<file path="config.mk">
export PLATFORM = sky130hd
export DESIGN_NAME = websocket_header_parser_core
export DESIGN_NICKNAME = d
export VERILOG_FILES = /design/src/design/wshp_pkg.sv /design/src/design/wshp_step.sv /design/src/design/websocket_header_parser_core.sv
export VERILOG_INCLUDE_DIRS = /design/src /design/src/design
export SDC_FILE = /design/constraint.sdc
export NUM_CORES = 1
export LEC_CHECK = 0
export ABC_AREA = 0
export BUFFER_PORTS_ARGS = -buffer_cell sky130_fd_sc_hd__buf_4
export CORE_ASPECT_RATIO = 2
export CORE_UTILIZATION = 40
export DETAILED_ROUTE_END_ITERATION = 6
export PLACE_DENSITY = 0.68
export SLEW_MARGIN = 20
export SYNTH_ARGS = -nofsm -noshare
export SYNTH_HDL_FRONTEND = slang
export SYNTH_SLANG_ARGS = --single-unit
</file>
<file path="constraint.sdc">
create_clock -name clk -period 33.8 [get_ports clk]
set_input_delay 6.76 -clock clk [delete_from_list [all_inputs] [get_ports clk]]
set_output_delay 6.76 -clock clk [all_outputs]
set_load 0.02 [all_outputs]
</file>
<file path="src/design/websocket_header_parser_core_assert.svh">
// assertion macros for the websocket header parser core
// expects clk and rst_n in the scope of each use; no other dependencies
`ifndef WEBSOCKET_HEADER_PARSER_CORE_ASSERT_SVH
`define WEBSOCKET_HEADER_PARSER_CORE_ASSERT_SVH

`ifndef NO_ASSERTIONS

// same-cycle implication, checked out of reset
`define WSHP_ASSERT_IMP(lbl, ante, cons) \
  lbl: assert property (@(posedge clk) disable iff (!rst_n) (ante) |-> (cons)) \
    else $error("wshp assertion failed: same-cycle implication");

// next-cycle implication, checked out of reset
`define WSHP_ASSERT_NXT(lbl, ante, cons) \
  lbl: assert property (@(posedge clk) disable iff (!rst_n) (ante) |=> (cons)) \
    else $error("wshp assertion failed: next-cycle implication");

`else

`define WSHP_ASSERT_IMP(lbl, ante, cons)
`define WSHP_ASSERT_NXT(lbl, ante, cons)

`endif

`endif

</file>
<file path="src/design/wshp_pkg.sv">
// shared types, codes and helpers for the websocket header parser
// no dependencies; used by wshp_step and websocket_header_parser_core
`timescale 1ns / 1ps
`default_nettype none

package wshp_pkg;

  localparam int LenW = 63;
  localparam int KeyW = 32;
  localparam int OutTdataW = 112;

  localparam logic [6:0] LEN_CODE_16 = 7'd126;
  localparam logic [6:0] LEN_CODE_64 = 7'd127;
  localparam logic [3:0] EXT_NONE = 4'd0;
  localparam logic [3:0] EXT_16 = 4'd2;
  localparam logic [3:0] EXT_64 = 4'd8;
  localparam logic [3:0] PHASE_FIRST = 4'd0;
  localparam logic [3:0] PHASE_SECOND = 4'd1;
  localparam logic [3:0] PHASE_EXT = 4'd2;
  localparam logic [3:0] PHASE_LAST = 4'd13;
  localparam logic [3:0] HDR_BASE = 4'd2;
  localparam logic [3:0] HDR_KEYED = 4'd6;
  localparam logic [3:0] KEY_LAST_IDX = 4'd3;

  typedef enum logic [2:0] {
    STAT_OK      = 3'd0,
    STAT_RSV     = 3'd1,
    STAT_OPCODE  = 3'd2,
    STAT_LEN16   = 3'd3,
    STAT_LEN_MSB = 3'd4,
    STAT_LEN64   = 3'd5
  } status_t;

  typedef struct packed {
    logic [3:0]      phase;
    logic            fin;
    logic [3:0]      opcode;
    logic            mask;
    logic [6:0]      length_code;
    logic [LenW-1:0] length_accum;
    logic [KeyW-1:0] key_accum;
  } parser_state_t;

  typedef struct packed {
    status_t         status;
    logic            fin_flag;
    logic [3:0]      opcode_out;
    logic            is_control_frame;
    logic            masked;
    logic [LenW-1:0] body_length;
    logic [KeyW-1:0] key_word;
    logic [3:0]      header_length;
  } result_t;

  // opcodes 0..2 (data) and 8..10 (control)
  function automatic logic opcode_known(logic [3:0] op);
    return (op <= 4'd2) || ((op >= 4'd8) && (op <= 4'd10));
  endfunction

  // good result from the gathered header fields
  function automatic result_t ok_result(parser_state_t s, logic [3:0] hdr_len);
    result_t r;
    r.status           = STAT_OK;
    r.fin_flag         = s.fin;
    r.opcode_out       = s.opcode;
    r.is_control_frame = s.opcode[3];
    r.masked           = s.mask;
    r.body_length      = s.length_accum;
    r.key_word         = s.mask ? s.key_accum : '0;
    r.header_length    = hdr_len;
    return r;
  endfunction

  function automatic result_t err_result(status_t code);
    result_t r;
    r = '0;
    r.status = code;
    return r;
  endfunction

endpackage

`default_nettype wire

</file>
<file path="src/design/wshp_step.sv">
// per-byte header parse step: next parser state and optional result
// depends on wshp_pkg
`timescale 1ns / 1ps
`default_nettype none

module wshp_step (
  input  wire logic                  sof,
  input  wire logic [7:0]            data_byte,
  input  wire wshp_pkg::parser_state_t cur,
  output wshp_pkg::parser_state_t    nxt,
  output logic                       emit,
  output wshp_pkg::result_t          res
);

  logic [3:0]                 ext;
  logic [3:0]                 idx;
  logic [3:0]                 key_idx;
  logic [wshp_pkg::LenW-1:0]  acc_shift;
  logic                       short_len;

  assign short_len = (data_byte[6:0] < wshp_pkg::LEN_CODE_16);
  assign ext = (cur.length_code == wshp_pkg::LEN_CODE_16) ? wshp_pkg::EXT_16 :
               (cur.length_code == wshp_pkg::LEN_CODE_64) ? wshp_pkg::EXT_64 :
               wshp_pkg::EXT_NONE;
  assign idx       = cur.phase - wshp_pkg::PHASE_EXT;
  assign key_idx   = idx - ext;
  assign acc_shift = {cur.length_accum[wshp_pkg::LenW-9:0], data_byte};

  always_comb begin
    nxt  = cur;
    emit = 1'b0;
    res  = '0;
    if (sof || (cur.phase == wshp_pkg::PHASE_FIRST)) begin
      nxt = '0;
      if (data_byte[6:4] != 3'd0) begin
        emit = 1'b1;
        res  = wshp_pkg::err_result(wshp_pkg::STAT_RSV);
      end else if (!wshp_pkg::opcode_known(data_byte[3:0])) begin
        emit = 1'b1;
        res  = wshp_pkg::err_result(wshp_pkg::STAT_OPCODE);
      end else begin
        nxt.fin    = data_byte[7];
        nxt.opcode = data_byte[3:0];
        nxt.phase  = wshp_pkg::PHASE_SECOND;
      end
    end else if (cur.phase == wshp_pkg::PHASE_SECOND) begin
      nxt.mask         = data_byte[7];
      nxt.length_code  = data_byte[6:0];
      nxt.length_accum = short_len ? {56'd0, data_byte[6:0]} : '0;
      nxt.phase        = wshp_pkg::PHASE_EXT;
      if (short_len && !data_byte[7]) begin
        emit = 1'b1;
        res  = wshp_pkg::ok_result(nxt, wshp_pkg::HDR_BASE);
        nxt  = '0;
      end
    end else if (cur.phase > wshp_pkg::PHASE_LAST) begin
      nxt = '0;
    end else if (idx < ext) begin
      // extended length bytes, most significant first
      if ((ext == wshp_pkg::EXT_64) && (idx == 4'd0) && data_byte[7]) begin
        emit = 1'b1;
        res  = wshp_pkg::err_result(wshp_pkg::STAT_LEN_MSB);
        nxt  = '0;
      end else begin
        nxt.length_accum = acc_shift;
        nxt.phase        = cur.phase + 4'd1;
        if (idx == (ext - 4'd1)) begin
          if ((ext == wshp_pkg::EXT_16) &&
              (acc_shift < {56'd0, wshp_pkg::LEN_CODE_16})) begin
            emit = 1'b1;
            res  = wshp_pkg::err_result(wshp_pkg::STAT_LEN16);
            nxt  = '0;
          end else if ((ext == wshp_pkg::EXT_64) &&
                       (acc_shift[wshp_pkg::LenW-1:16] == '0)) begin
            emit = 1'b1;
            res  = wshp_pkg::err_result(wshp_pkg::STAT_LEN64);
            nxt  = '0;
          end else if (!cur.mask) begin
            emit = 1'b1;
            res  = wshp_pkg::ok_result(nxt, wshp_pkg::HDR_BASE + ext);
            nxt  = '0;
          end
        end
      end
    end else begin
      // masking key bytes, first byte ends up most significant
      nxt.key_accum = {cur.key_accum[wshp_pkg::KeyW-9:0], data_byte};
      nxt.phase     = cur.phase + 4'd1;
      if (key_idx >= wshp_pkg::KEY_LAST_IDX) begin
        emit = 1'b1;
        res  = wshp_pkg::ok_result(nxt, wshp_pkg::HDR_KEYED + ext);
        nxt  = '0;
      end
    end
  end

endmodule

`default_nettype wire

</file>
<file path="src/design/websocket_header_parser_core.sv">
// websocket frame header parser, top level with stream ports
// depends on wshp_pkg, wshp_step and websocket_header_parser_core_assert.svh
//
//  channel | dir | tdata / tuser                              | meaning
//  in_     | in  | tdata[7:0] data_byte, tuser[0] sof flag    | one header byte per beat
//  out_    | out | tdata[108:0] result fields (see port list) | one beat per finished
//          |     |                                            | header or per fault
//
// one byte is taken per cycle while in_tready is high; the parse state updates at the accepting edge
// a result beat shows on out_ in the cycle after the byte that completes or faults
// the header, held in the output register until taken
// in_tready drops only while that register is full and out_tready is low
// rst_n (synchronous) clears the parse state and the output valid
`timescale 1ns / 1ps
`default_nettype none

module websocket_header_parser_core (
  input  wire logic                           clk,
  input  wire logic                           rst_n,
  input  wire logic                           in_tvalid,
  output logic                                in_tready,
  input  wire logic [7:0]                     in_tdata,  // [7:0] data_byte
  input  wire logic [0:0]                     in_tuser,  // [0] start_of_header
  output logic                                out_tvalid,
  input  wire logic                           out_tready,
  // [2:0] status, [3] fin_flag, [7:4] opcode_out, [8] is_control_frame,
  // [9] masked, [72:10] body_length, [104:73] key_word,
  // [108:105] header_length, [111:109] zero
  output logic [wshp_pkg::OutTdataW-1:0]      out_tdata
);

  `include "websocket_header_parser_core_assert.svh"

  wshp_pkg::parser_state_t state_r;
  wshp_pkg::parser_state_t state_nxt;
  wshp_pkg::result_t       res_r;
  wshp_pkg::result_t       step_res;
  logic                    step_emit;
  logic                    out_valid_r;
  logic                    in_acc;

  // the output register frees itself in the same cycle it is taken
  assign in_tready = !out_valid_r || out_tready;
  assign in_acc    = in_tvalid && in_tready;

  wshp_step u_step (
    .sof       (in_tuser[0]),
    .data_byte (in_tdata),
    .cur       (state_r),
    .nxt       (state_nxt),
    .emit      (step_emit),
    .res       (step_res)
  );

  // parse state
  always_ff @(posedge clk) begin
    if (!rst_n) begin
      state_r <= '0;
    end else if (in_acc) begin
      state_r <= state_nxt;
    end
  end

  // output register
  always_ff @(posedge clk) begin
    if (!rst_n) begin
      out_valid_r <= 1'b0;
    end else if (in_acc && step_emit) begin
      out_valid_r <= 1'b1;
    end else if (out_tready) begin
      out_valid_r <= 1'b0;
    end
  end

  // result payload, no reset needed
  always_ff @(posedge clk) begin
    if (in_acc && step_emit) begin
      res_r <= step_res;
    end
  end

  assign out_tvalid = out_valid_r;
  assign out_tdata  = {3'd0, res_r.header_length, res_r.key_word, res_r.body_length,
                       res_r.masked, res_r.is_control_frame, res_r.opcode_out,
                       res_r.fin_flag, res_r.status};

  // a fault beat carries only its code
  `WSHP_ASSERT_IMP(a_err_no_len, out_valid_r && (res_r.status != wshp_pkg::STAT_OK), res_r.header_length == 4'd0)
  // a good beat spans 2 to 14 header bytes
  `WSHP_ASSERT_IMP(a_ok_len, out_valid_r && (res_r.status == wshp_pkg::STAT_OK), (res_r.header_length >= 4'd2) && (res_r.header_length <= 4'd14))
  // an unmasked frame reports a zero key
  `WSHP_ASSERT_IMP(a_key_zero, out_valid_r && (res_r.status == wshp_pkg::STAT_OK) && !res_r.masked, res_r.key_word == '0)
  // every emitted beat leaves the parser expecting a first byte
  `WSHP_ASSERT_NXT(a_idle_after, in_acc && step_emit, (state_r.phase == wshp_pkg::PHASE_FIRST) && out_valid_r)
  // phase never runs past the last key byte
  `WSHP_ASSERT_IMP(a_phase_range, 1'b1, state_r.phase <= wshp_pkg::PHASE_LAST)

endmodule

`default_nettype wire

</file>
==> results of run 1 <==
## Yosys cell counts (5+ instances only)
cell type,n
sky130_fd_sc_hd__edfxtp_1,107
sky130_fd_sc_hd__a22oi_1,7
sky130_fd_sc_hd__nor2_1,19
sky130_fd_sc_hd__nor4_1,14
sky130_fd_sc_hd__a22o_1,118
sky130_fd_sc_hd__buf_2,10
sky130_fd_sc_hd__o21ai_0,6
sky130_fd_sc_hd__buf_4,9
sky130_fd_sc_hd__mux2i_1,6
sky130_fd_sc_hd__clkbuf_1,29
sky130_fd_sc_hd__and2_1,39
sky130_fd_sc_hd__nor3_1,9
sky130_fd_sc_hd__buf_6,5
sky130_fd_sc_hd__ha_1,10
sky130_fd_sc_hd__dfxtp_1,105
sky130_fd_sc_hd__inv_1,5
sky130_fd_sc_hd__a21oi_1,42
sky130_fd_sc_hd__a31oi_1,5
sky130_fd_sc_hd__nand2b_1,13
sky130_fd_sc_hd__nand3_1,42
sky130_fd_sc_hd__nand4_1,6
sky130_fd_sc_hd__nand2_1,45
## final timing paths
path,from,end,slack (ns),depth (start not counted)
min reg2reg,state_r[105],state_r[105],0.43,2
min,state_r[105],state_r[105],0.43,2
max reg2reg,state_r[98],out_tdata[7],29.72,11
max,out_tready,in_tready,19.82,3
## power breakdown
| group | internal, mW | switching, mW |
|---|---|---|
| Clock | 0.131 | 0.0954 |
| Sequential | 0.277 | 0.00236 |
| Combinational | 0.0124 | 0.0261 |
## metal layers
layer,vias up,GRT usage [%]
met1,2860,20.2
met2,160,33.9
li1,2859,-
met5,-,0
met3,51,1.99
met4,0,9.10
## cells in the final DEF, fill, tap and decap left out, types with 5 or more instances in the layout
master / instances
sky130_fd_sc_hd__nand4_1: 6
sky130_fd_sc_hd__a22oi_1: 7
sky130_fd_sc_hd__ha_1: 10
sky130_fd_sc_hd__nor3_1: 7
sky130_fd_sc_hd__o21ai_0: 6
sky130_fd_sc_hd__dfxtp_1: 105
sky130_fd_sc_hd__buf_4: 129
sky130_fd_sc_hd__nand2_1: 45
sky130_fd_sc_hd__nand3_1: 42
sky130_fd_sc_hd__a21oi_1: 41
sky130_fd_sc_hd__a31oi_1: 5
sky130_fd_sc_hd__mux2i_1: 6
sky130_fd_sc_hd__clkbuf_16: 20
sky130_fd_sc_hd__nand2b_1: 13
sky130_fd_sc_hd__nor4_1: 14
sky130_fd_sc_hd__inv_1: 5
sky130_fd_sc_hd__nor2_1: 17
sky130_fd_sc_hd__a22o_1: 118
sky130_fd_sc_hd__edfxtp_1: 107
sky130_fd_sc_hd__and2_1: 38
## area by class of cell
cell class,instances,share of cell area (%)
inverters,7,0.254
well taps,269,3.26
flip-flops and latches,212,51.4
multi-input cells,431,29.3
clock buffers,20,4.84
repair buffers,129,9.37
clock inverters,14,1.53
## critical path: stages
cell and delay, ns:
sky130_fd_sc_hd__buf_4 0.10, sky130_fd_sc_hd__nand2b_1 0.18, sky130_fd_sc_hd__buf_4 0.18
## flip-flops by register name (all words and copies together), names as in the netlist
signal / cells
out_tdata: 107
out_tvalid: 1
state_r: 104
## kinds of logic after synthesis
family | count (synthesis) | share of synthesized area [%]
DFF | 212 | 61.8
and+or+nand+nor | 209 | 13.8
AOI/OAI and AO/OA | 199 | 18.0
buffers and inverters | 62 | 3.69
adders and majority gates | 10 | 1.45
muxes | 6 | 0.698
xor gates and xnor gates | 3 | 0.524
other | 1 | 0.0436
==> impl_metrics.prom, run 1 <==
# TYPE chip_impl_metric gauge
chip_impl_info{name="outcome",value="completed"} 1
chip_impl_metric{name="ys_seq_elements",unit=""} 212
chip_impl_metric{name="place.gp.congestion",unit=""} 0.902
chip_impl_metric{name="placed_cells",unit=""} 1048
chip_impl_metric{name="clock_skew",unit="ns"} 0.0125
chip_impl_metric{name="skew_pair_late_insertion_delay",unit="ns"} 0.50
chip_impl_metric{name="fin_crit",unit="ns"} 13.98
chip_impl_metric{name="worst_ep_required_time",unit="ns"} 27.04
chip_impl_metric{name="drtIter0Drc",unit=""} 344
chip_impl_metric{name="finish.net_count",unit=""} 823
chip_impl_info{name="yosys.area.top_type",value="sky130_fd_sc_hd__edfxtp_1"} 1
chip_impl_metric{name="detailroute.wirelength.met3",unit="microns"} 705
chip_impl_metric{name="synth_async_sr_flop_share",unit="%"} 0
chip_impl_metric{name="clock.fmax",unit="MHz"} 71.5
chip_impl_metric{name="area_delta_synth_final",unit="%"} 20.1
chip_impl_metric{name="finalWirelength",unit="microns"} 20200
chip_impl_info{name="rsz0062_at_grt",value="false"} 1
chip_impl_metric{name="ratio_of_cells_with_drive_above_1_in_the_final_layout",unit="%"} 22.8
chip_impl_metric{name="grt_pass1_wl",unit="microns"} 31800
chip_impl_metric{name="met2_wirelength",unit="microns"} 10900
chip_impl_metric{name="drt-pass1-iter-count",unit=""} 5
chip_impl_metric{name="grt_antenna_before_repair",unit=""} 0
chip_impl_metric{name="htree_levels",unit=""} 1
chip_impl_metric{name="vdd.ir_drop.worst",unit="mV"} 0.0380
chip_impl_metric{name="route.vias.total",unit=""} 5930
chip_impl_metric{name="timing.final.setup_violations",unit=""} 0
chip_impl_metric{name="design.die.area",unit="sq um"} 22100
chip_impl_metric{name="dp_hpwl",unit="microns"} 13800
chip_impl_metric{name="post_synth_num_cell_types",unit=""} 62
chip_impl_info{name="worst_setup_path_end_kind",value="output pin"} 1
chip_impl_metric{name="post_synth_instance_area",unit="sq um"} 8600
chip_impl_metric{name="proportion_of_synthesized_chip_area_in_sequential_cells",unit="%"} 61.8
chip_impl_metric{name="met1_length",unit="microns"} 7650
chip_impl_info{name="maxUsedRoutingLayer",value="met4"} 1
chip_impl_info{name="setup.worst_path.class",value="input port to output pin"} 1
chip_impl_metric{name="vias_per_cell",unit=""} 5.48
chip_impl_metric{name="post_cts.repair.setup_buffers",unit=""} 0
chip_impl_metric{name="area_fraction_of_the_dominant_cell_type_after_synthesis",unit="%"} 37.3
chip_impl_metric{name="worst_slack",unit="ns"} 19.82
chip_impl_metric{name="die_y",unit="microns"} 209
chip_impl_metric{name="syn-instance-count",unit=""} 702
chip_impl_metric{name="hold_ws",unit="ns"} 0.425
chip_impl_metric{name="die-width",unit="microns"} 106
chip_impl_metric{name="cts_repair_resize_count",unit=""} 0
chip_impl_metric{name="cts_inserted_buffers",unit=""} 19
chip_impl_metric{name="final.fill_count",unit=""} 1952
chip_impl_metric{name="io_buffer_count",unit=""} 122
chip_impl_metric{name="grt_start_max_net_pins",unit=""} 66
chip_impl_metric{name="global_routing_usage_summed_across_all_routing_layers",unit="%"} 18.2
chip_impl_metric{name="hold_viol",unit=""} 0
chip_impl_info{name="worst_setup_path_start_kind",value="input port"} 1
chip_impl_metric{name="p_leak",unit="nW"} 3.84
chip_impl_metric{name="io_pins",unit=""} 127
chip_impl_metric{name="report.final.slew_viol_count",unit=""} 0
chip_impl_metric{name="cts.sink_count",unit=""} 212
chip_impl_metric{name="slew_headroom",unit="%"} 27.5
chip_impl_metric{name="yosysWarnings",unit=""} 0
chip_impl_metric{name="seq_area",unit="sq um"} 5320
chip_impl_info{name="type_of_the_worst_min_delay_path",value="flip-flop to flip-flop"} 1
chip_impl_metric{name="cap_violations",unit=""} 0
chip_impl_metric{name="placed_standard_cell_area",unit="sq um"} 9660
chip_impl_info{name="cts_tree",value="yes"} 1
chip_impl_metric{name="final_design_area_no_fill",unit="sq um"} 10300
chip_impl_metric{name="clk_transition_reported_paths",unit="ns"} 0.07
chip_impl_metric{name="drt_drc_violations_left",unit=""} 0
chip_impl_metric{name="cellPowerDensity",unit="nW/um^2"} 52.7
chip_impl_info{name="postSynth.topFlopCell",value="sky130_fd_sc_hd__edfxtp_1"} 1
chip_impl_metric{name="max_slew.worst_pin.slew",unit="ns"} 1.09
chip_impl_metric{name="placement.setup.worst_slack",unit="ns"} 19.82
chip_impl_metric{name="finalCoreUtilization",unit="%"} 49.2
chip_impl_metric{name="num_rows",unit=""} 75
chip_impl_metric{name="timing.critical_path.fanout_max",unit=""} 4
chip_impl_metric{name="setup_tns",unit="ns"} 0
chip_impl_metric{name="finish.cell_count_without_fillers",unit=""} 1082
chip_impl_info{name="root_buffer",value="sky130_fd_sc_hd__clkbuf_16"} 1
chip_impl_metric{name="clock_tree.buffer_depth",unit=""} 3
chip_impl_metric{name="initial_core_utilization",unit="%"} 40.9
chip_impl_metric{name="drt-wirelength-per-cell",unit="microns"} 18.7
chip_impl_metric{name="area_of_combinational_cells_with_multiple_inputs",unit="sq um"} 3030
chip_impl_metric{name="drtAntennaViolNets",unit=""} 0
chip_impl_metric{name="power.total",unit="mW"} 0.545
chip_impl_metric{name="number_of_enable_type_register_cells_in_the_synthesized_netlist",unit=""} 107
chip_impl_info{name="synth_top_cells_by_area",value="sky130_fd_sc_hd__edfxtp_1 (37%), sky130_fd_sc_hd__dfxtp_1 (24%), sky130_fd_sc_hd__a22o_1 (12%), sky130_fd_sc_hd__and2_1 (2.8%), sky130_fd_sc_hd__a21oi_1 (2.4%)"} 1
chip_impl_metric{name="design.core.area",unit="sq um"} 21000
chip_impl_metric{name="via_count_of_the_first_global_routing_pass",unit=""} 5808
chip_impl_metric{name="synthesized_area_divided_by_synthesized_cell_count",unit="sq um"} 12.3
chip_impl_metric{name="crit_arrival",unit="ns"} 7.22
chip_impl_metric{name="grt_overflow_total",unit=""} 0
chip_impl_metric{name="num_antenna_cells",unit=""} 0
chip_impl_metric{name="min_period_over_period",unit="%"} 41.4
chip_impl_metric{name="cts.hold.buffers_added",unit=""} 0
Note: power is estimated with default switching activity, not from simulation.
==> inputs of run 2 (changes only) <==
- ABC_AREA: 0 -> 1
- PLACE_DENSITY: 0.68 -> 0.7
- clock period: 33.8 -> 11.3 ns (I/O delays scaled with it)
==> run 2 against run 1 <==
Against the previous run: largest power group unchanged; highest routed layer unchanged; synthesized area grew 8.3%; clock skew shrank 0.0037 ns; sequential power grew to 3.0 times the previous value; clock power grew to 2.6 times the previous value; register-to-register slack lost 23 ns.
==> impl_metrics.prom, run 2 <==
# TYPE chip_impl_metric gauge
chip_impl_metric{name="cts_repair_resize_count",unit=""} 0
chip_impl_metric{name="ys_seq_elements",unit=""} 212
chip_impl_metric{name="p_leak",unit="nW"} 4.24
chip_impl_metric{name="grt_pass1_wl",unit="microns"} 38400
chip_impl_metric{name="grt_antenna_before_repair",unit=""} 0
chip_impl_metric{name="syn-instance-count",unit=""} 1080
chip_impl_info{name="layout.cells.most_common",value="sky130_fd_sc_hd__nand2_1"} 1
chip_impl_metric{name="skew_pair_late_insertion_delay",unit="ns"} 0.49
chip_impl_metric{name="initial_core_utilization",unit="%"} 41.0
chip_impl_metric{name="clock_skew",unit="ns"} 0.00878
chip_impl_metric{name="hold_depth",unit=""} 2
chip_impl_metric{name="cts.sink_count",unit=""} 212
chip_impl_metric{name="worst_ep_required_time",unit="ns"} 9.04
chip_impl_metric{name="io_pins",unit=""} 127
chip_impl_info{name="postSynth.topFlopCell",value="sky130_fd_sc_hd__edfxtp_1"} 1
chip_impl_metric{name="yosysWarnings",unit=""} 0
chip_impl_info{name="global_route.peak_usage_layer",value="met2"} 1
chip_impl_metric{name="setup_tns",unit="ns"} 0
chip_impl_metric{name="grt_overflow_total",unit=""} 0
chip_impl_metric{name="num_rows",unit=""} 78
chip_impl_info{name="timing.rr.start",value="state_r[109]"} 1
chip_impl_metric{name="post_cts.repair.setup_buffers",unit=""} 0
chip_impl_metric{name="slew_headroom",unit="%"} 39.9
chip_impl_info{name="worstReg2RegEnd",value="out_tdata[15]"} 1
chip_impl_metric{name="area_delta_synth_final",unit="%"} 16.6
chip_impl_metric{name="synthAdderAreaFrac",unit="%"} 1.34
chip_impl_metric{name="synth_compound_area_share",unit="%"} 8.81
chip_impl_info{name="yosys.area.top_type",value="sky130_fd_sc_hd__edfxtp_1"} 1
chip_impl_info{name="type_of_the_worst_min_delay_path",value="flip-flop to flip-flop"} 1
chip_impl_info{name="min_from",value="state_r[105]"} 1
chip_impl_info{name="yosys.cell_count.top_type",value="sky130_fd_sc_hd__nand2_1"} 1
chip_impl_metric{name="report.final.slew_viol_count",unit=""} 0
chip_impl_metric{name="groute.layer.met3.usage",unit="%"} 2.51
chip_impl_metric{name="finish.net_count",unit=""} 1194
chip_impl_metric{name="design.core.area",unit="sq um"} 22700
chip_impl_metric{name="post_synth_xor_area_fraction",unit="%"} 0.362
chip_impl_info{name="outcome",value="completed"} 1
chip_impl_metric{name="number_of_enable_type_register_cells_in_the_synthesized_netlist",unit=""} 107
chip_impl_metric{name="clock_tree.buffer_depth",unit=""} 3
chip_impl_metric{name="synth_async_sr_flop_share",unit="%"} 0
chip_impl_metric{name="ratio_of_cells_with_drive_above_1_in_the_final_layout",unit="%"} 16.6
chip_impl_info{name="worst_setup_path_end_kind",value="output pin"} 1
chip_impl_metric{name="finalWirelength",unit="microns"} 25200
chip_impl_metric{name="largest_register_ff_count",unit=""} 107
chip_impl_metric{name="hold_ws",unit="ns"} 0.458
chip_impl_metric{name="global_routing_usage_summed_across_all_routing_layers",unit="%"} 21.2
chip_impl_info{name="root_buffer",value="sky130_fd_sc_hd__clkbuf_16"} 1
chip_impl_metric{name="hold_viol",unit=""} 0
chip_impl_info{name="setup.worst_path.class",value="input port to output pin"} 1
chip_impl_metric{name="groute.layer.met1.usage",unit="%"} 21.8
chip_impl_metric{name="drt-pass1-iter-count",unit=""} 7
chip_impl_metric{name="via_count_of_the_first_global_routing_pass",unit=""} 7349
chip_impl_metric{name="multiplexer_area_fraction_after_synthesis",unit="%"} 0
chip_impl_info{name="cts_tree",value="yes"} 1
chip_impl_metric{name="timing.critical_path.fanout_max",unit=""} 3
chip_impl_metric{name="htree_levels",unit=""} 1
chip_impl_metric{name="drtAntennaViolNets",unit=""} 0
chip_impl_metric{name="post_synth_num_cell_types",unit=""} 33
chip_impl_metric{name="post_synth_instance_area",unit="sq um"} 9320
chip_impl_info{name="hold_path_end",value="state_r[105]"} 1
chip_impl_info{name="most_common_library_cells_after_synthesis",value="sky130_fd_sc_hd__nand2_1 (192), sky130_fd_sc_hd__nor2_1 (180), sky130_fd_sc_hd__nand3_1 (120), sky130_fd_sc_hd__edfxtp_1 (107), sky130_fd_sc_hd__dfxtp_1 (105)"} 1
chip_impl_info{name="rsz0062_at_grt",value="false"} 1
chip_impl_metric{name="drtIter0Drc",unit=""} 575
chip_impl_metric{name="grt_use_met2",unit="%"} 39.0
chip_impl_metric{name="die_y",unit="microns"} 218
chip_impl_metric{name="area_fraction_of_the_dominant_cell_type_after_synthesis",unit="%"} 34.5
chip_impl_metric{name="final_design_area_no_fill",unit="sq um"} 10900
chip_impl_metric{name="grt_start_max_net_pins",unit=""} 67
chip_impl_metric{name="crit_arrival",unit="ns"} 2.67
chip_impl_metric{name="proportion_of_synthesized_chip_area_in_sequential_cells",unit="%"} 57.0
chip_impl_info{name="synth_top_family_by_area",value="simple AND/OR/NAND/NOR gates"} 1
chip_impl_metric{name="clock.fmax",unit="MHz"} 203
chip_impl_metric{name="place.gp.congestion",unit=""} 0.926
chip_impl_metric{name="placed_standard_cell_area",unit="sq um"} 10300
chip_impl_metric{name="num_antenna_cells",unit=""} 0
chip_impl_info{name="worst_setup_path_start_kind",value="input port"} 1
chip_impl_metric{name="synthesized_area_divided_by_synthesized_cell_count",unit="sq um"} 8.63
chip_impl_metric{name="route.vias.total",unit=""} 7731
chip_impl_metric{name="vias_per_cell",unit=""} 5.28
chip_impl_metric{name="max_slew.worst_pin.slew",unit="ns"} 0.899
chip_impl_metric{name="clk_transition_reported_paths",unit="ns"} 0.07
chip_impl_info{name="most_frequent_cells_in_the_layout",value="sky130_fd_sc_hd__nand2_1 (191), sky130_fd_sc_hd__nor2_1 (179), sky130_fd_sc_hd__buf_4 (131)"} 1
chip_impl_metric{name="synthSimpleGateAreaFrac",unit="%"} 24.3
chip_impl_metric{name="drt_drc_violations_left",unit=""} 0
chip_impl_metric{name="dp_hpwl",unit="microns"} 17700
chip_impl_metric{name="fin_crit",unit="ns"} 4.93
chip_impl_info{name="synth_top_cells_by_area",value="sky130_fd_sc_hd__edfxtp_1 (34%), sky130_fd_sc_hd__dfxtp_1 (23%), sky130_fd_sc_hd__nand2_1 (7.7%), sky130_fd_sc_hd__nor2_1 (7.2%), sky130_fd_sc_hd__nand3_1 (6.4%)"} 1
chip_impl_metric{name="cellPowerDensity",unit="nW/um^2"} 146
chip_impl_metric{name="drt-wirelength-per-cell",unit="microns"} 17.2
chip_impl_metric{name="regToRegSetupSlack",unit="ns"} 7.04
chip_impl_metric{name="die-width",unit="microns"} 110
chip_impl_metric{name="finalCoreUtilization",unit="%"} 47.8
chip_impl_metric{name="io_buffer_count",unit=""} 122
chip_impl_metric{name="design.die.area",unit="sq um"} 24000
chip_impl_metric{name="vdd.ir_drop.worst",unit="mV"} 0.130
chip_impl_metric{name="cts_inserted_buffers",unit=""} 19
chip_impl_metric{name="min_period_over_period",unit="%"} 43.7
chip_impl_metric{name="worst_reg2reg_path_depth",unit=""} 14
chip_impl_metric{name="timing.final.setup_violations",unit=""} 0
chip_impl_metric{name="cts.hold.buffers_added",unit=""} 0
chip_impl_metric{name="cap_violations",unit=""} 0
[run 2: power by group]
group / internal, mW / leakage (nW) / switching [mW]
Clock: 0.320 / 0.264 / 0.280
Combinational: 0.0427 / 2.04 / 0.0986
Sequential: 0.838 / 1.93 / 0.0126
Total: 1.20 / 4.24 / 0.392
[run 2: how the worst max path moves through the flow]
stage                startpoint            end
floorplan           in_tdata[7]   out_tdata[0]
global placement    in_tdata[7]  out_tdata[70]
detailed placement  in_tdata[7]  out_tdata[67]
CTS                  out_tready      in_tready
global route        in_tdata[7]  out_tdata[15]
finish               out_tready      in_tready
[run 2: kinds of logic after synthesis]
group | after synthesis
XOR/XNOR | 3
AND/OR/NAND/NOR | 527
buffers and inverters | 168
flip-flops | 212
adder cells (fa/ha/maj) | 10
other | 1
AO/OA/AOI/OAI | 159
[run 2: worst max-delay path, stage by stage]
cell,delay [ns]
sky130_fd_sc_hd__buf_4,0.11
sky130_fd_sc_hd__inv_1,0.04
sky130_fd_sc_hd__nand2_1,0.09
sky130_fd_sc_hd__buf_4,0.18
[run 2: area by class of cell]
| class | count | area, sq um |
|---|---|---|
| fillers | 2167 | 11900 |
| flip-flops and latches | 212 | 5320 |
| multi-input cells | 703 | 3270 |
| repair buffers | 131 | 983 |
| clock buffers | 26 | 512 |
| inverters | 104 | 393 |
| well taps | 280 | 350 |
| clock inverters | 7 | 45.0 |
[run 2: through the flow]
step | total power [mW] | instances | setup slack [ns]
after floorplan | 0.955 | 1083 | 5.71
after global placement | 1.01 | 1430 | 6.05
after detailed placement | 1.01 | 1430 | 5.96
after CTS | 1.60 | 1463 | 6.37
after global routing | 1.64 | 1463 | 6.06
final | 1.59 | 1463 | 6.37
[run 2: layer usage]
metal	routed length (microns)	part of all wire, %
met1	8630	34
met2	13600	54
met3	1260	5.0
met4	1660	6.6
met5	0	0
==> inputs of run 3 (changes only) <==
- clock period: 11.3 -> 4.3 ns (I/O delays scaled with it)
==> run 3 against run 2 <==
Against the previous run: routed wire length decreased by 1.1%; via count decreased by 0.23%; worst hold slack improved by 0.0042 ns; register-to-register slack got worse by 6.2 ns; final area increased by 0.66%; first-iteration DRC count decreased by 22%; combinational power increased to 2.7 times the previous value; critical path depth increased by 10; sequential share of layout area decreased by 0.32 points; non-clock buffer count increased by 3; critical path type is now flip-flop to flip-flop; largest power group unchanged; highest routed layer unchanged.
==> impl_metrics.prom, run 3 (synthesis gave the netlist of run 2 again) <==
# TYPE chip_impl_metric gauge
chip_impl_info{name="outcome",value="completed"} 1
chip_impl_info{name="root_buffer",value="sky130_fd_sc_hd__clkbuf_16"} 1
chip_impl_metric{name="num_antenna_cells",unit=""} 0
chip_impl_metric{name="initial_core_utilization",unit="%"} 41.0
chip_impl_metric{name="skew_pair_late_insertion_delay",unit="ns"} 0.49
chip_impl_metric{name="hold_ws",unit="ns"} 0.462
chip_impl_metric{name="cts_repair_resize_count",unit=""} 0
chip_impl_metric{name="drt-pass1-iter-count",unit=""} 5
chip_impl_metric{name="area_of_combinational_cells_with_multiple_inputs",unit="sq um"} 3270
chip_impl_metric{name="grt_overflow_total",unit=""} 0
chip_impl_metric{name="area_delta_synth_final",unit="%"} 17.4
chip_impl_metric{name="finish.net_count",unit=""} 1197
chip_impl_metric{name="drtIter0Drc",unit=""} 449
chip_impl_metric{name="largest_register_ff_count",unit=""} 107
chip_impl_metric{name="grt_pass1_wl",unit="microns"} 38300
chip_impl_metric{name="seq_area",unit="sq um"} 5320
chip_impl_metric{name="place.gp.congestion",unit=""} 0.898
chip_impl_metric{name="drtAntennaViolNets",unit=""} 0
chip_impl_metric{name="io_pins",unit=""} 127
chip_impl_metric{name="cts_inserted_buffers",unit=""} 19
chip_impl_metric{name="clk_transition_reported_paths",unit="ns"} 0.07
chip_impl_metric{name="htree_levels",unit=""} 1
chip_impl_metric{name="dp_hpwl",unit="microns"} 17800
chip_impl_info{name="worst_setup_path_start_kind",value="flip-flop"} 1
chip_impl_metric{name="grt_antenna_before_repair",unit=""} 0
chip_impl_metric{name="num_rows",unit=""} 78
chip_impl_metric{name="vias_per_cell",unit=""} 5.26
chip_impl_metric{name="timing.critical_path.fanout_max",unit=""} 32
chip_impl_metric{name="fin_crit",unit="ns"} 3.49
chip_impl_metric{name="drt_drc_violations_left",unit=""} 0
chip_impl_metric{name="die_y",unit="microns"} 218
chip_impl_info{name="setup.worst_path.class",value="flip-flop to flip-flop"} 1
chip_impl_metric{name="design.core.area",unit="sq um"} 22700
chip_impl_metric{name="placed_standard_cell_area",unit="sq um"} 10400
chip_impl_metric{name="finalWirelength",unit="microns"} 24900
chip_impl_metric{name="drt-wirelength-per-cell",unit="microns"} 17.0
chip_impl_metric{name="clock_skew",unit="ns"} 0.00844
chip_impl_metric{name="cap_violations",unit=""} 0
chip_impl_metric{name="groute.layer.met1.usage",unit="%"} 21.8
chip_impl_info{name="most_frequent_cells_in_the_layout",value="sky130_fd_sc_hd__nand2_1 (191), sky130_fd_sc_hd__nor2_1 (179), sky130_fd_sc_hd__buf_4 (132)"} 1
chip_impl_metric{name="die-width",unit="microns"} 110
chip_impl_metric{name="design.die.area",unit="sq um"} 24000
chip_impl_info{name="global_route.peak_usage_layer",value="met2"} 1
chip_impl_metric{name="clock.fmax",unit="MHz"} 287
chip_impl_metric{name="hold_viol",unit=""} 0
chip_impl_metric{name="power.total",unit="mW"} 4.22
chip_impl_metric{name="cellPowerDensity",unit="nW/um^2"} 386
chip_impl_metric{name="vdd.ir_drop.worst",unit="mV"} 0.278
chip_impl_metric{name="worst_ep_required_time",unit="ns"} 4.52
chip_impl_metric{name="slew_headroom",unit="%"} 47.7
chip_impl_metric{name="final.fill_count",unit=""} 2200
chip_impl_info{name="cts_tree",value="yes"} 1
chip_impl_metric{name="cts.hold.buffers_added",unit=""} 0
chip_impl_metric{name="post_cts.repair.setup_buffers",unit=""} 0
chip_impl_metric{name="setup_tns",unit="ns"} 0
chip_impl_info{name="layout.cells.most_common",value="sky130_fd_sc_hd__nand2_1"} 1
chip_impl_metric{name="placement.setup.worst_slack",unit="ns"} 0.825
chip_impl_metric{name="crit_arrival",unit="ns"} 3.71
chip_impl_metric{name="groute.layer.met3.usage",unit="%"} 2.24
chip_impl_metric{name="cts.sink_count",unit=""} 212
chip_impl_metric{name="clock_tree.buffer_depth",unit=""} 3
chip_impl_metric{name="p_leak",unit="nW"} 4.28
chip_impl_metric{name="timing.final.setup_violations",unit=""} 0
chip_impl_metric{name="grt_use_met2",unit="%"} 38.8
chip_impl_metric{name="min_period_over_period",unit="%"} 81.1
chip_impl_metric{name="report.final.slew_viol_count",unit=""} 0
chip_impl_metric{name="route.vias.total",unit=""} 7713
chip_impl_metric{name="io_buffer_count",unit=""} 122
chip_impl_metric{name="global_routing_usage_summed_across_all_routing_layers",unit="%"} 21.0
chip_impl_metric{name="worst_slack",unit="ns"} 0.811
chip_impl_info{name="type_of_the_worst_min_delay_path",value="flip-flop to flip-flop"} 1
chip_impl_metric{name="final_design_area_no_fill",unit="sq um"} 10900
chip_impl_metric{name="max_slew.worst_pin.slew",unit="ns"} 0.783
chip_impl_metric{name="via_count_of_the_first_global_routing_pass",unit=""} 7387
chip_impl_metric{name="grt_start_max_net_pins",unit=""} 65
chip_impl_info{name="rsz0062_at_grt",value="false"} 1
chip_impl_metric{name="ratio_of_cells_with_drive_above_1_in_the_final_layout",unit="%"} 17.1
chip_impl_info{name="worst_setup_path_end_kind",value="flip-flop"} 1
==> run 3: cell type report <==
class / count / share of cell area (%)
multi-input combinational: 703 / 29.9
clock inverter: 9 / 0.492
tap: 280 / 3.20
sequential: 212 / 48.6
clock buffer: 24 / 4.80
inverter: 104 / 3.60
timing repair buffer: 134 / 9.42
==> run 3: report_power, final <==
group / total (mW) / leakage, nW / switching (mW) / internal [mW]
logic: 0.376 / 2.06 / 0.260 / 0.117
registers: 2.23 / 1.93 / 0.0339 / 2.20
clock network: 1.61 / 0.288 / 0.738 / 0.875
total: 4.22 / 4.28 / 1.03 / 3.19
==> run 3: worst max-delay path, cell delays in order, from the launching register on <==
cell and delay [ns]:
sky130_fd_sc_hd__dfxtp_1 0.42, sky130_fd_sc_hd__inv_1 0.12, sky130_fd_sc_hd__ha_1 0.24, sky130_fd_sc_hd__xnor2_2 0.17, sky130_fd_sc_hd__inv_2 0.07, sky130_fd_sc_hd__ha_1 0.31, sky130_fd_sc_hd__nor2_1 0.05, sky130_fd_sc_hd__nor3_1 0.45
sky130_fd_sc_hd__nor2_2 0.19, sky130_fd_sc_hd__clkinv_1 0.13, sky130_fd_sc_hd__nor2_1 0.07, sky130_fd_sc_hd__inv_2 0.38, sky130_fd_sc_hd__nor2_2 0.08, sky130_fd_sc_hd__inv_2 0.43, sky130_fd_sc_hd__nor2_1 0.09
==> run 3: metrics by stage <==
| step | std cells | utilization (%) |
|---|---|---|
| finish | 1466 | 48.1 |
| global route | 1466 | 48.1 |
| CTS | 1466 | 48.1 |
| detailed placement | 1433 | 45.6 |
| global placement | 1433 | 45.6 |
| floorplan | 1083 | - |
==> run 3: final timing paths <==
check	startpoint	to	slack, ns	depth (start not counted)
max	state_r[109]	out_tdata[85]	0.81	14
min	state_r[105]	state_r[105]	0.46	2
max reg2reg	state_r[109]	out_tdata[85]	0.81	14
min reg2reg	state_r[105]	state_r[105]	0.46	2
==> run 3: layer usage <==
| layer | up-vias | routed length (microns) | part of all wire, % |
|---|---|---|---|
| li1 | 3720 | - | - |
| met1 | 3613 | 8690 | 35 |
| met2 | 300 | 13400 | 54 |
| met3 | 80 | 1150 | 4.6 |
| met4 | 0 | 1650 | 6.6 |
| met5 | - | 0 | 0 |
